<file path="src/sv/hdc_pkg.sv">
// Shared types, register indexes and slot decode for the halo classifier.
// No dependencies; used by hdc_cfg, hdc_alu and atom_domain_halo_classifier.
package hdc_pkg;

    localparam int REG_IDX_W = 3;
    localparam logic [REG_IDX_W-1:0] REG_GRID_DIMS  = 3'd0;
    localparam logic [REG_IDX_W-1:0] REG_OWN_COORDS = 3'd1;
    localparam logic [REG_IDX_W-1:0] REG_MARGIN_X   = 3'd2;
    localparam logic [REG_IDX_W-1:0] REG_MARGIN_Y   = 3'd3;
    localparam logic [REG_IDX_W-1:0] REG_MARGIN_Z   = 3'd4;

    localparam int NUM_SLOTS = 27;
    localparam int SLOT_W    = 5;
    localparam logic [SLOT_W-1:0] CENTER_SLOT = 5'd13;

    localparam logic [1:0] DIG_NEG = 2'd0;
    localparam logic [1:0] DIG_MID = 2'd1;
    localparam logic [1:0] DIG_POS = 2'd2;

    localparam logic [2:0] DIR_LOCAL  = 3'd6;
    localparam logic       KIND_OWNER = 1'b0;
    localparam logic       KIND_GHOST = 1'b1;

    typedef struct packed {
        logic ge_lo;
        logic lt_hi;
    } slab_flags_t;

    typedef struct packed {
        logic [1:0] dx;
        logic [1:0] dy;
        logic [1:0] dz;
    } slot_dig_t;

    // slot = 9*dx + 3*dy + dz, digits 0..2 for offsets -1..1
    function automatic slot_dig_t slot_digits(input logic [SLOT_W-1:0] slot);
        slot_dig_t r;
        r = '0;
        for (int i = 0; i < NUM_SLOTS; i++)
        begin
            if (slot == SLOT_W'(i))
            begin
                r.dx = 2'(i / 9);
                r.dy = 2'((i / 3) % 3);
                r.dz = 2'(i % 3);
            end
        end
        return r;
    endfunction

    function automatic logic signed [1:0] dig_offset(input logic [1:0] dig);
        logic signed [1:0] r;
        case (dig)
            DIG_NEG: r = 2'sb11;
            DIG_MID: r = 2'sb00;
            DIG_POS: r = 2'sb01;
            default: r = 2'sb00;
        endcase
        return r;
    endfunction

endpackage

</file>
<file path="src/sv/hdc_cfg.sv">
// Configuration register file: grid size, own coordinate and halo margins.
// Depends on hdc_pkg (register indexes).
module hdc_cfg #(
    parameter int FRAC_BITS = 24,
    parameter int DIM_BITS  = 4,
    parameter int CFG_W     = 26
) (
    input  logic                          clk,
    input  logic                          rst_n,
    input  logic                          cfg_we,
    input  logic [hdc_pkg::REG_IDX_W-1:0] cfg_index,
    input  logic [CFG_W-1:0]              cfg_data,
    output logic [DIM_BITS:0]             dim [3],
    output logic [DIM_BITS-1:0]           own [3],
    output logic [FRAC_BITS+1:0]          margin [3]
);

    localparam int RW = 3 * DIM_BITS;

    logic [RW-1:0]        grid_reg;
    logic [RW-1:0]        own_reg;
    logic [FRAC_BITS+1:0] margin_reg [3];

    always_ff @(posedge clk or negedge rst_n)
    begin
        if (!rst_n)
        begin
            grid_reg      <= '0;
            own_reg       <= '0;
            margin_reg[0] <= '0;
            margin_reg[1] <= '0;
            margin_reg[2] <= '0;
        end
        else if (cfg_we)
        begin
            case (cfg_index)
                hdc_pkg::REG_GRID_DIMS:  grid_reg      <= cfg_data[RW-1:0];
                hdc_pkg::REG_OWN_COORDS: own_reg       <= cfg_data[RW-1:0];
                hdc_pkg::REG_MARGIN_X:   margin_reg[0] <= cfg_data[FRAC_BITS+1:0];
                hdc_pkg::REG_MARGIN_Y:   margin_reg[1] <= cfg_data[FRAC_BITS+1:0];
                hdc_pkg::REG_MARGIN_Z:   margin_reg[2] <= cfg_data[FRAC_BITS+1:0];
                default: ;
            endcase
        end
    end

    // x in the high field; own coordinate saturates at dim-1
    for (genvar a = 0; a < 3; a++)
    begin : g_axis
        logic [DIM_BITS-1:0] gf;
        logic [DIM_BITS-1:0] cf;
        assign gf        = grid_reg[(2-a)*DIM_BITS +: DIM_BITS];
        assign cf        = own_reg[(2-a)*DIM_BITS +: DIM_BITS];
        assign dim[a]    = {1'b0, gf} + 1'b1;
        assign own[a]    = (cf > gf) ? gf : cf;
        assign margin[a] = margin_reg[a];
    end

endmodule

</file>
<file path="config.mk">
export PLATFORM = sky130hd
export DESIGN_NAME = hdc_cfg
export DESIGN_NICKNAME = d
export VERILOG_FILES = /design/src/sv/hdc_pkg.sv /design/src/sv/hdc_cfg.sv
export SDC_FILE = /design/constraint.sdc
export NUM_CORES = 1
export LEC_CHECK = 0
export ABC_AREA = 1
export BUFFER_PORTS_ARGS = -buffer_cell sky130_fd_sc_hd__buf_4
export CORE_MARGIN = 2
export CORE_UTILIZATION = 35
export CTS_CLUSTER_SIZE = 10
export DETAILED_ROUTE_END_ITERATION = 8
export GPL_TIMING_DRIVEN = 0
export PLACE_DENSITY = 0.69
export SKIP_CTS_REPAIR_TIMING = 1
export SYNTH_ARGS = -nofsm -noshare
export SYNTH_HDL_FRONTEND = slang
export SYNTH_SLANG_ARGS = --single-unit
</file>
<file path="constraint.sdc">
create_clock -name clk -period 2.83 [get_ports clk]
set_input_delay 0.283 -clock clk [delete_from_list [all_inputs] [get_ports clk]]
set_output_delay 0.283 -clock clk [all_outputs]
set_load 0.03 [all_outputs]
</file>
==> metrics.md <==
| Metric | Value |
|---|---|
| F_max | `451 MHz` |
| Clock buffer depth | `2` |
| GPL Wtd Cong | `0.767` |
| Place WS | `0.996 ns` |
| Hold Fails Final Rpt | `0` |
| DR iter-0 viols | `177` |
| I/O pin count | `137` |
| Die area | `14600 sq um` |
| Critical Path, Cell by Cell | `inv_1, ha_1, a21oi_1, nand2_1, nand2_1, nand2_1, nand2_1, buf_4` |
| Final Setup Violations | `0` |
| Crit path largest cell delay | `0.38 ns` |
| Final non-filler cell total | `798` |
| Multi-input gate area | `1830 sq um` |
| Largest net degree at the start of global routing | `103` |
| Number of flip-flops in the largest register | `78` |
| Layout Nets | `667` |
| Placed cells | `785` |
| Slowest stage cell, crit path | `dfrtp_1` |
| Residual DRC | `0` |
| Clock skew | `0 ns` |
| Routed wire length | `12200 um` |
| Worst vdd ir | `0.000348 V` |
| HP Class | `input port to asynchronous set/reset pin` |
| Netlist cell types | `18` |
| Die width | `121 um` |
| Vias in the first global route | `3785` |
| Final Cycle Share | `0.784` |
| Crit Path Class | `flip-flop to primary output` |
| Yosys reg bits | `102` |
| Routed wire length per instance | `15.3 um` |
| Port bufs | `136` |
| Starting Density | `0.360` |
| Crit path time final | `2.22 ns` |
| Status | `complete, no violations` |
| Most frequent cell after synthesis | `nand2_1` |
| Ant. Diodes | `0` |
| CTS buffer count | `9` |
| Antenna-violating nets left | `0` |
| RSZ-0062 raised after global routing | `no` |
| Max_cap viols | `0` |
| Row count | `42` |
| Gr usage total | `0.172` |
| Critical path depth in cells | `8` |
| Synthesized area | `4790 sq um` |
| WP data required | `2.55 ns` |
| CP top delay family | `simple AND/OR/NAND/NOR gates` |
| Worst setup SP type | `flip-flop` |
| Post-DP HPWL | `9090 um` |
| Vias | `3733` |
| Total grt overflow | `0` |
| Drt first pass iters | `4` |
| Commonest cells in the netlist | `142 x nand2_1, 102 x dfrtp_1, 78 x o21ai_2, 50 x inv_1, 24 x o21ai_1` |
| CTS Sinks | `102` |
| Asr flop ratio synth | `1.00` |
| Die H | `121 um` |
| Post-synth top area share | `0.533` |
| Setup ws final | `0.612 ns` |
| Leak Pwr | `3.34 nW` |
| Worst skew pair latency | `0.33 ns` |
| Rel. slew slack | `0.384` |
| YS warnings | `0` |
| Synth area leader | `dfrtp_1` |
| Core Box Area | `13300 sq um` |
| Worst Reg-to-Reg Cells | `2` |
| Initial antenna violation count | `0` |
| Crit Path Max Fanout | `5` |
| Ratio of cells with drive above 1 in the final layout | `0.416` |
| Sequential Area | `2550 sq um` |
| CP most frequent cell | `nand2_1` |
| Top post-synthesis cells by area | `dfrtp_1 53%, o21ai_2 14%, nand2_1 11%` |
| Cell Pwr Density | `827 nW/um^2` |
| Filler cells | `1257` |
| First-pass GRT wire length | `19600 um` |
| Sequential area share after synthesis | `0.533` |
| CTS tree | `done` |
| Slew @ Worst Pin | `0.924 ns` |
| Synth-to-layout area growth | `32.2%` |
| CP arrival | `1.94 ns` |
| Clock-pin slew on the worst setup and hold paths | `0.06 ns` |
| Setup tns final | `0 ns` |
| Crit end category | `primary output` |
| Synth Area per Inst | `10.1 sq um` |
| EDFF count, synth | `0` |
| Primary FF master, synth | `dfrtp_1` |
| CP Buf/Inv Count | `2` |
| Fin. max-slew vios | `0` |
| Via density | `4.68` |
| Synth Net Count | `520` |
| Clk Tree Root Cell | `clkbuf_16` |
| Mapped Cells | `473` |
| H-tree levels | `3` |
-- where the power goes --
part           switching (mW)  internal [mW]  total [mW]
Sequential              0.213           1.73        1.95
Combinational            1.30          0.751        2.05
Clock                   0.494          0.743        1.24
Total                    2.01           3.23        5.23
-- metal layers --
layer | global-route usage | vias to the layer above | share of wire | routed length, um
met5 | 0 | - | 0 | 0
li1 | - | 1825 | - | -
met4 | 0.0451 | 0 | 0.0063 | 77
met2 | 0.295 | 105 | 0.51 | 6190
met3 | 0.0489 | 7 | 0.071 | 872
met1 | 0.212 | 1796 | 0.42 | 5070
-- per-stage QoR --
stage	hold slack, ns	instance area, sq um	total power, mW	utilization
global placement	0.469	6030	3.98	0.453
CTS	0.228	6320	5.30	0.476
global route	0.126	6330	5.53	0.476
finish	0.0270	6330	5.23	0.476
detailed placement	0.473	6030	4.04	0.453
floorplan	-0.0126	4790	3.25	-
-- kinds of logic (layout without fill, tap and decap cells) --
group / count (synthesis) / after routing / synth area share
AND/OR/NAND/NOR: 175 / 175 / 0.162
AO/OA/AOI/OAI: 105 / 105 / 0.171
flip-flops: 102 / 102 / 0.533
buffers and inverters: 70 / 219 / 0.0839
adder cells (fa/ha/maj): 15 / 15 / 0.0392
XOR/XNOR: 6 / 6 / 0.0110
-- layout make-up --
cell class / count / share of cell area
plain buffers: 19 / 0.0332
clock buffers: 12 / 0.0421
clock inverters: 1 / 0.00475
inverters: 51 / 0.0303
multi-input cells: 301 / 0.290
flip-flops and latches: 102 / 0.403
well taps: 176 / 0.0348
repair buffers: 136 / 0.162
-- worst register-to-register path: cells and delay by family (launching register included) --
family | cells | cell delay [ns]
AO/OA/AOI/OAI | 1 | 0.05
flip-flops | 1 | 0.46
AND/OR/NAND/NOR | 1 | 0.11
-- cells in the final DEF, fill, tap and decap left out --
| cell | synthesis | routed |
|---|---|---|
| nand3_1 | 18 | 18 |
| clkbuf_16 | 0 | 9 |
| clkbuf_8 | 0 | 3 |
| o21ai_2 | 78 | 78 |
| inv_2 | 1 | 1 |
| nor2_8 | 1 | 1 |
| ha_1 | 15 | 15 |
| nand3b_4 | 2 | 2 |
| buf_6 | 18 | 19 |
| nand3_4 | 2 | 2 |
| nor2_1 | 3 | 3 |
| o21ai_1 | 24 | 24 |
| nand2_2 | 6 | 6 |
| a21oi_1 | 3 | 3 |
| bufinv_16 | 0 | 1 |
| dfrtp_1 | 102 | 102 |
| inv_1 | 50 | 50 |
| nand2_1 | 142 | 142 |
| xor2_1 | 6 | 6 |
| nor2_2 | 1 | 1 |
| buf_4 | 1 | 136 |
-- path summary, 6_finish.rpt --
kind                                   start     endpoint  slack (ns)
worst min-delay path                   rst_n   margin[48]        0.03
max in group asynchronous              rst_n   margin[77]        2.15
worst min register to register     margin[5]    margin[5]        0.49
worst max-delay path             grid_reg[3]       own[3]        0.61
worst max register to register   grid_reg[0]  grid_reg[0]        2.09
min in group clk                cfg_data[17]   margin[69]        0.24
No activity file was read; power rests on OpenSTA's default activity.
