### config.mk
export PLATFORM = sky130hd
export DESIGN_NAME = hdc_alu
export DESIGN_NICKNAME = d
export VERILOG_FILES = /design/src/sv/hdc_pkg.sv /design/src/sv/hdc_alu.sv
export SDC_FILE = /design/constraint.sdc
export NUM_CORES = 1
export LEC_CHECK = 0
export BUFFER_PORTS_ARGS = -buffer_cell sky130_fd_sc_hd__clkbuf_2
export CORE_MARGIN = 3
export CORE_UTILIZATION = 54
export DETAILED_ROUTE_END_ITERATION = 6
export PLACE_DENSITY = 0.89
export SLEW_MARGIN = 30
export SYNTH_ARGS = -nofsm -noshare
export SYNTH_HDL_FRONTEND = slang
export SYNTH_SLANG_ARGS = --single-unit
### constraint.sdc
create_clock -name vclk -period 4.5
set_input_delay 0.45 -clock vclk [all_inputs]
set_output_delay 0.45 -clock vclk [all_outputs]
set_load 0.01 [all_outputs]
### src/sv/hdc_pkg.sv
// Shared types, register indexes and slot decode for the halo classifier.
// No dependencies; used by hdc_cfg, hdc_alu and atom_domain_halo_classifier.
package hdc_pkg;

    localparam int REG_IDX_W = 3;
    localparam logic [REG_IDX_W-1:0] REG_GRID_DIMS  = 3'd0;
    localparam logic [REG_IDX_W-1:0] REG_OWN_COORDS = 3'd1;
    localparam logic [REG_IDX_W-1:0] REG_MARGIN_X   = 3'd2;
    localparam logic [REG_IDX_W-1:0] REG_MARGIN_Y   = 3'd3;
    localparam logic [REG_IDX_W-1:0] REG_MARGIN_Z   = 3'd4;

    localparam int NUM_SLOTS = 27;
    localparam int SLOT_W    = 5;
    localparam logic [SLOT_W-1:0] CENTER_SLOT = 5'd13;

    localparam logic [1:0] DIG_NEG = 2'd0;
    localparam logic [1:0] DIG_MID = 2'd1;
    localparam logic [1:0] DIG_POS = 2'd2;

    localparam logic [2:0] DIR_LOCAL  = 3'd6;
    localparam logic       KIND_OWNER = 1'b0;
    localparam logic       KIND_GHOST = 1'b1;

    typedef struct packed {
        logic ge_lo;
        logic lt_hi;
    } slab_flags_t;

    typedef struct packed {
        logic [1:0] dx;
        logic [1:0] dy;
        logic [1:0] dz;
    } slot_dig_t;

    // slot = 9*dx + 3*dy + dz, digits 0..2 for offsets -1..1
    function automatic slot_dig_t slot_digits(input logic [SLOT_W-1:0] slot);
        slot_dig_t r;
        r = '0;
        for (int i = 0; i < NUM_SLOTS; i++)
        begin
            if (slot == SLOT_W'(i))
            begin
                r.dx = 2'(i / 9);
                r.dy = 2'((i / 3) % 3);
                r.dz = 2'(i % 3);
            end
        end
        return r;
    endfunction

    function automatic logic signed [1:0] dig_offset(input logic [1:0] dig);
        logic signed [1:0] r;
        case (dig)
            DIG_NEG: r = 2'sb11;
            DIG_MID: r = 2'sb00;
            DIG_POS: r = 2'sb01;
            default: r = 2'sb00;
        endcase
        return r;
    endfunction

endpackage

### src/sv/hdc_alu.sv
// Shared arithmetic unit: one coordinate/margin by grid-size multiplier and
// the two-sided slab window compare. Depends on hdc_pkg (slab_flags_t).
module hdc_alu #(
    parameter int FRAC_BITS = 24,
    parameter int DIM_BITS  = 4
) (
    input  logic [FRAC_BITS+1:0]          mul_a,
    input  logic [DIM_BITS:0]             mul_b,
    output logic [FRAC_BITS+DIM_BITS+2:0] prod,
    input  logic [FRAC_BITS+DIM_BITS:0]   p,
    input  logic [FRAC_BITS+DIM_BITS+2:0] md,
    input  logic [DIM_BITS:0]             d,
    input  logic [DIM_BITS-1:0]           t,
    input  logic signed [1:0]             s,
    output hdc_pkg::slab_flags_t          flags
);

    localparam int MW = FRAC_BITS + DIM_BITS + 3;
    localparam int W  = FRAC_BITS + DIM_BITS + 5;

    logic signed [W-1:0] p_s;
    logic signed [W-1:0] md_s;
    logic signed [W-1:0] ds;
    logic signed [W-1:0] ts;
    logic signed [W-1:0] one_s;
    logic signed [W-1:0] lhs;
    logic signed [W-1:0] lo;
    logic signed [W-1:0] hi;

    assign prod = MW'(mul_a) * MW'(mul_b);

    // D*(f + s*S) against [t*S - m*D, (t+1)*S + m*D)
    always_comb
    begin
        p_s   = $signed(W'(p));
        md_s  = $signed(W'(md));
        ds    = $signed(W'(d)) <<< FRAC_BITS;
        ts    = $signed(W'(t)) <<< FRAC_BITS;
        one_s = $signed(W'(1)) <<< FRAC_BITS;
        if (s == 2'sb01)
            lhs = p_s + ds;
        else if (s == 2'sb11)
            lhs = p_s - ds;
        else
            lhs = p_s;
        lo = ts - md_s;
        hi = ts + one_s + md_s;
        flags.ge_lo = (lhs >= lo);
        flags.lt_hi = (lhs < hi);
    end

endmodule
==> reports/qor.csv, run 1 <==
metric,value,unit
status,"complete, but fails checks",
failed_checks,negative setup slack,
gpl.final_weighted_congestion,0.985,
synth_warnings,0,
transition_time_at_the_pin_with_the_least_slew_margin,574,ps
combinational_family_with_the_most_area_after_synthesis,adder cells,
largest_net_degree_at_the_start_of_global_routing,27,
via_count_of_the_first_global_routing_pass,7337,
detailroute.via_count,7301,
synthXorXnorAreaFrac,0.0756,
ys_top_cells_by_area,"ha_1, fa_1, and2_1",
global_route_wire_length_before_repair,32000,µm
pwr_dens,320,nW/µm²
grt_use_total,0.264,
fillCellCount,819,
cap_viol_max_count,0,
syn_area,6840,µm²
finalCoreUtilization,0.775,
detail_route.iter0.violations,469,
clock_buffers,0,
critical_path_required,4050,ps
met2_length,11000,µm
seq_area_frac_synth,0,
remaining_drc_errors,0,
post-route-period-util,1.05,
highest-signal-layer,met4,
met1_length,8180,µm
fin_cells,1282,
die_area,14000,µm²
core,12200,µm²
syn-mean-instance-area,7.73,µm²
design_area,9470,µm²
floorplan.rows,40,
vdd.ir_drop.worst,0.000264,V
met3WireLength,1150,µm
syn_inst,884,
start_kind,input port,
critPathCaptureType,output pin,
synth-simple-area-share,0.235,
hpwlAfterDp,15300,µm
routed_wire_length_per_instance,16.6,µm
yosysTopAreaCellShare,0.227,
worst-endpoint-arrival,4280,ps
ioPinCount,135,
timing.final.ws_setup,-232,ps
placed_cells_incl_taps,1261,
synth_compound_area_frac,0.141,
synth_top_cell_by_area,ha_1,
antenna_found_initial,1,
slew_headroom,0.618,
postRouteWirelength,21200,µm
synth.lib_cells_used.distinct,49,
avgViaCountPerCell,5.70,
synthToLayoutAreaGrowth,38.5,%
synth_fa_ha_area_frac,0.447,
port_buffers,135,
leakage,0.00490,µW
layout_min_cycle_time,4730,ps
number_of_detailed_routing_iterations_run_before_antenna_repair,6,
synthMuxAreaShare,0.00622,
drtAntennaViolNets,0,
critical_path_class,in -> out,
min_path_type,in -> out,
report.final.hold_viol_count,0,
finalMaxSlewViolations,0,
final_layout_size_suffix_gt1_frac,0.352,
critical_path.max_fanout,5,
rsz0062_at_grt,true,
initial_core_util,0.560,
numSequentialCells,0,
synthesized_net_count,1185,
grt-ovfl-total,0,
post_dp_cell_area,8530,µm²
hold_ws,1290,ps
nets,1416,
setup_viol,17,
area_of_all_sequential_standard_cells,0,µm²
die_width,119,µm
max_clock_freq,211,MHz
die-height,119,µm
number_of_buffers_inserted_for_hold_repair_after_clock_tree_synthesis,0,
==> synthesized netlist by cell type, drive strengths merged (2+ instances only) <==
library cell and count:
fa 75, nor4b 2, ha 124, o211a 3
o211ai 3, and3 2, o311ai 2, nor2 34
and2 100, o41ai 2, mux2i 2, or4 10
o21ai 29, nand2b 7, xnor2 39, a41oi 2
o31ai 4, a221oi 2, nor3 18, nand3 22
mux2 2, a211o 2, a21o 16, nand2 68
clkbuf 19, o21a 4, a21oi 59, nor2b 9
a211oi 11, nor4 4, xor2 20, o21bai 5
and4 4, inv 152, a31oi 3, nand4 14
==> report_power, final <==
group / switching, µW / total (µW) / internal [µW] / leakage [µW]
registers: 0 / 0 / 0 / 0
logic: 1580 / 3030 / 1440 / 0.00490
clock network: 0 / 0.0000297 / 0.0000297 / 0.00000000634
==> repair_timing <==
| action | CTS | global route |
|---|---|---|
| pin swaps | 53 | 71 |
| gates resized for setup | 86 | 116 |
| gates cloned | 2 | 3 |
| setup buffers | 9 | 6 |
| setup endpoints to repair | 20 | 21 |
==> stage by stage <==
stage / total power, µW / worst slack, ps / setup TNS [ps]
final: 3030 / -232 / -1890
after global routing: 3270 / -321 / -3930
after CTS: 2590 / -296 / -1250
after detailed placement: 2350 / -606 / -6400
after global placement: 2290 / -552 / -5630
after floorplan: 1500 / -33.0 / -51.0
==> layout make-up <==
cell class	instances	area, µm²	area share
antenna	1	2.50	0.000264
inverter	152	576	0.0608
multi-input combinational	712	6940	0.733
tap	168	210	0.0222
timing repair buffer	249	1740	0.184
==> path summary, 6_finish.rpt <==
check                  from       end  slack (ps)  cells past startpoint
setup / recovery  mul_a[13]  prod[30]        -230                     16
hold / removal     mul_a[0]   prod[0]        1290                      3
==> cells by family (layout without fill, tap and decap cells) <==
family                   Yosys count  count (layout)
buffers and inverters            172             401
other                              0               1
XOR/XNOR                          59              59
AO/OA/AOI/OAI                    152             152
multiplexers                       4               4
adder cells (fa/ha/maj)          199             199
AND/OR/NAND/NOR                  298             298
==> worst max-delay path, cell delays in order <==
cell and delay [ps]:
clkbuf_2 150, and2_4 180, fa_1 470, fa_1 520
inv_1 60, fa_1 490, inv_1 50, ha_1 290
and4_1 240, nand3_1 100, or4_4 460, a31oi_4 230
nor4b_2 70, o21bai_1 210, xor2_1 160, buf_2 140
==> layer usage <==
metal,track usage,up-vias
li1,-,3407
met1,0.318,3512
met2,0.514,288
met3,0.0163,94
met4,0.0507,0
met5,0,-
==> layout by cell type, fill, tap and decap left out, types with 4 or more instances in the layout <==
| cell | n |
|---|---|
| a211oi_1 | 9 |
| a21o_1 | 16 |
| a21oi_1 | 43 |
| a21oi_2 | 11 |
| a21oi_4 | 5 |
| and2_1 | 70 |
| and2_4 | 30 |
| buf_2 | 20 |
| buf_4 | 98 |
| buf_6 | 16 |
| clkbuf_16 | 4 |
| clkbuf_2 | 104 |
| clkbuf_8 | 5 |
| fa_1 | 69 |
| fa_2 | 6 |
| ha_1 | 103 |
| ha_4 | 20 |
| inv_1 | 137 |
| inv_2 | 13 |
| nand2_1 | 64 |
| nand2b_1 | 6 |
| nand3_1 | 19 |
| nand4_1 | 14 |
| nor2_1 | 30 |
| nor2_2 | 4 |
| nor2b_1 | 7 |
| nor3_1 | 16 |
| o21a_1 | 4 |
| o21ai_0 | 15 |
| o21ai_1 | 8 |
| o21ai_2 | 5 |
| o21bai_1 | 5 |
| or4_1 | 4 |
| or4_4 | 6 |
| xnor2_1 | 35 |
| xnor2_2 | 4 |
| xor2_1 | 19 |
Power figures use the tool's default switching activity.
==> inputs of run 2 (changes only) <==
CORE_UTILIZATION = 64   (was 54)
PLACE_DENSITY = 0.95   (was 0.89)
clock period = 5.5 ns   (was 4.5 ns; I/O delays follow)
==> reports/qor.csv, run 2 (synthesis gave the netlist of run 1 again) <==
metric,value,unit
slew_headroom,0.646,
min_path_type,in -> out,
finalSetupTns,0,ps
number_of_buffer_and_inverter_stages_on_the_critical_path,4,
report.final.hold_viol_count,0,
detail_route.iter0.violations,312,
cap_viol_max_count,0,
setup_viol,0,
path_delay_family,adder cells,
finalCoreUtilization,0.747,
comb_power_share,1.000,
die_width,109,µm
sequentialPowerShare,0,
status,completed,
worst-endpoint-arrival,4700,ps
post-route-period-util,0.955,
max_clock_freq,190,MHz
hp-start,mul_a[0],
timing.critical_path.mode_cell,fa_1,
critical_path_class,in -> out,
final_layout_size_suffix_gt1_frac,0.161,
clock_buffers,0,
routed_wire_length_per_instance,14.5,µm
die-height,109,µm
synthToLayoutAreaGrowth,13.4,%
rsz0062_at_grt,false,
whs_endpoint,prod[0],
die_area,12000,µm²
hpwlAfterDp,14900,µm
post_dp_cell_area,7710,µm²
series_of_cell_instances_along_the_critical_path,clkbuf_4 > and2_1 > fa_1 > fa_1 > inv_1 > fa_1 > inv_1 > ha_1 > nand2_1 > o211a_1 > or4_4 > a31oi_4 > nor2b_1 > o21ai_1 > xor2_1 > clkbuf_2,
min_delay_path_depth,3,
postRouteWirelength,16700,µm
post_cts_buffers,0,
port_buffers,135,
gr-max-usage-layer,met2,
crit_slowest_cell,or4_4,
avgViaCountPerCell,5.68,
detailroute.via_count,6537,
grt_use_total,0.289,
start_kind,input port,
power.clock.fraction,0,
remaining_drc_errors,0,
floorplan.rows,37,
ioPinCount,135,
hold_ws,1480,ps
grtUsageMet1,0.355,
slowest_delay,580,ps
final_cell_mix,"inv_1, clkbuf_2, ha_1",
numSequentialCells,0,
leakage,0.00421,µW
gpl.final_weighted_congestion,0.939,
p_int,718,µW
n_diodes,0,
drtAntennaViolNets,0,
pwr_dens,214,nW/µm²
finalMaxSlewViolations,0,
transition_time_at_the_pin_with_the_least_slew_margin,531,ps
nets,1317,
core,10400,µm²
largest_net_degree_at_the_start_of_global_routing,27,
design_power_total,1660,µW
area_of_all_sequential_standard_cells,0,µm²
layout_min_cycle_time,5250,ps
sw_ratio,0.568,
via_count_of_the_first_global_routing_pass,6664,
antenna_found_initial,0,
global_route_wire_length_before_repair,28600,µm
final_common_cell,inv_1,
critical_path_required,4950,ps
net-switching-power,943,µW
groute.layer.met3.usage,0.0182,
critical_path.max_fanout,19,
grt-ovfl-total,0,
critPathCaptureType,output pin,
vdd.ir_drop.worst,0.000230,V
design_area,7750,µm²
initial_core_util,0.659,
grtUsageMet2,0.548,
number_of_detailed_routing_iterations_run_before_antenna_repair,6,
==> run 2: final cells by class <==
cell class                      instances  area [µm²]
Multi-Input combinational cell        712        6210
Fill cell                             830        2620
Timing Repair Buffer                  150         796
Inverter                              152         571
Tap cell                              136         170
==> run 2: per-stage QoR <==
step | cells | setup WS, ps
after floorplan | 884 | 495
after global placement | 1150 | 131
after detailed placement | 1150 | 19.6
after CTS | 1150 | 9.26
after global routing | 1150 | 43.0
final | 1150 | 246
==> run 2: worst max path at each step <==
stage | from | to | slack (ps) | cells past startpoint
floorplan | mul_b[3] | prod[28] | 500 | 16
global placement | mul_b[3] | prod[28] | 130 | 16
detailed placement | mul_b[3] | prod[28] | 20 | 16
CTS | mul_b[4] | prod[28] | 9 | 16
global route | mul_b[4] | prod[28] | 40 | 16
finish | mul_b[4] | prod[28] | 250 | 16
==> run 2: power by group through the flow <==
stage | Sequential [µW] | Combinational (µW) | Clock [µW]
after CTS | 0 | 1650 | 0
after detailed placement | 0 | 1640 | 0
final | 0 | 1660 | 0
after global placement | 0 | 1590 | 0
after global routing | 0 | 1900 | 0
after floorplan | 0 | 1120 | 0
==> run 2: per-layer routing <==
layer	up-vias	routed length, µm
met2	205	8670
met3	40	774
met5	-	0
met4	0	470
li1	3205	-
met1	3087	6780
==> run 2: timing repair <==
item,4_1_cts,5_1_grt
resized for setup,0,13
endpoints found under the setup margin,0,8
hold buffers,0,0
endpoints found under the hold margin,0,0
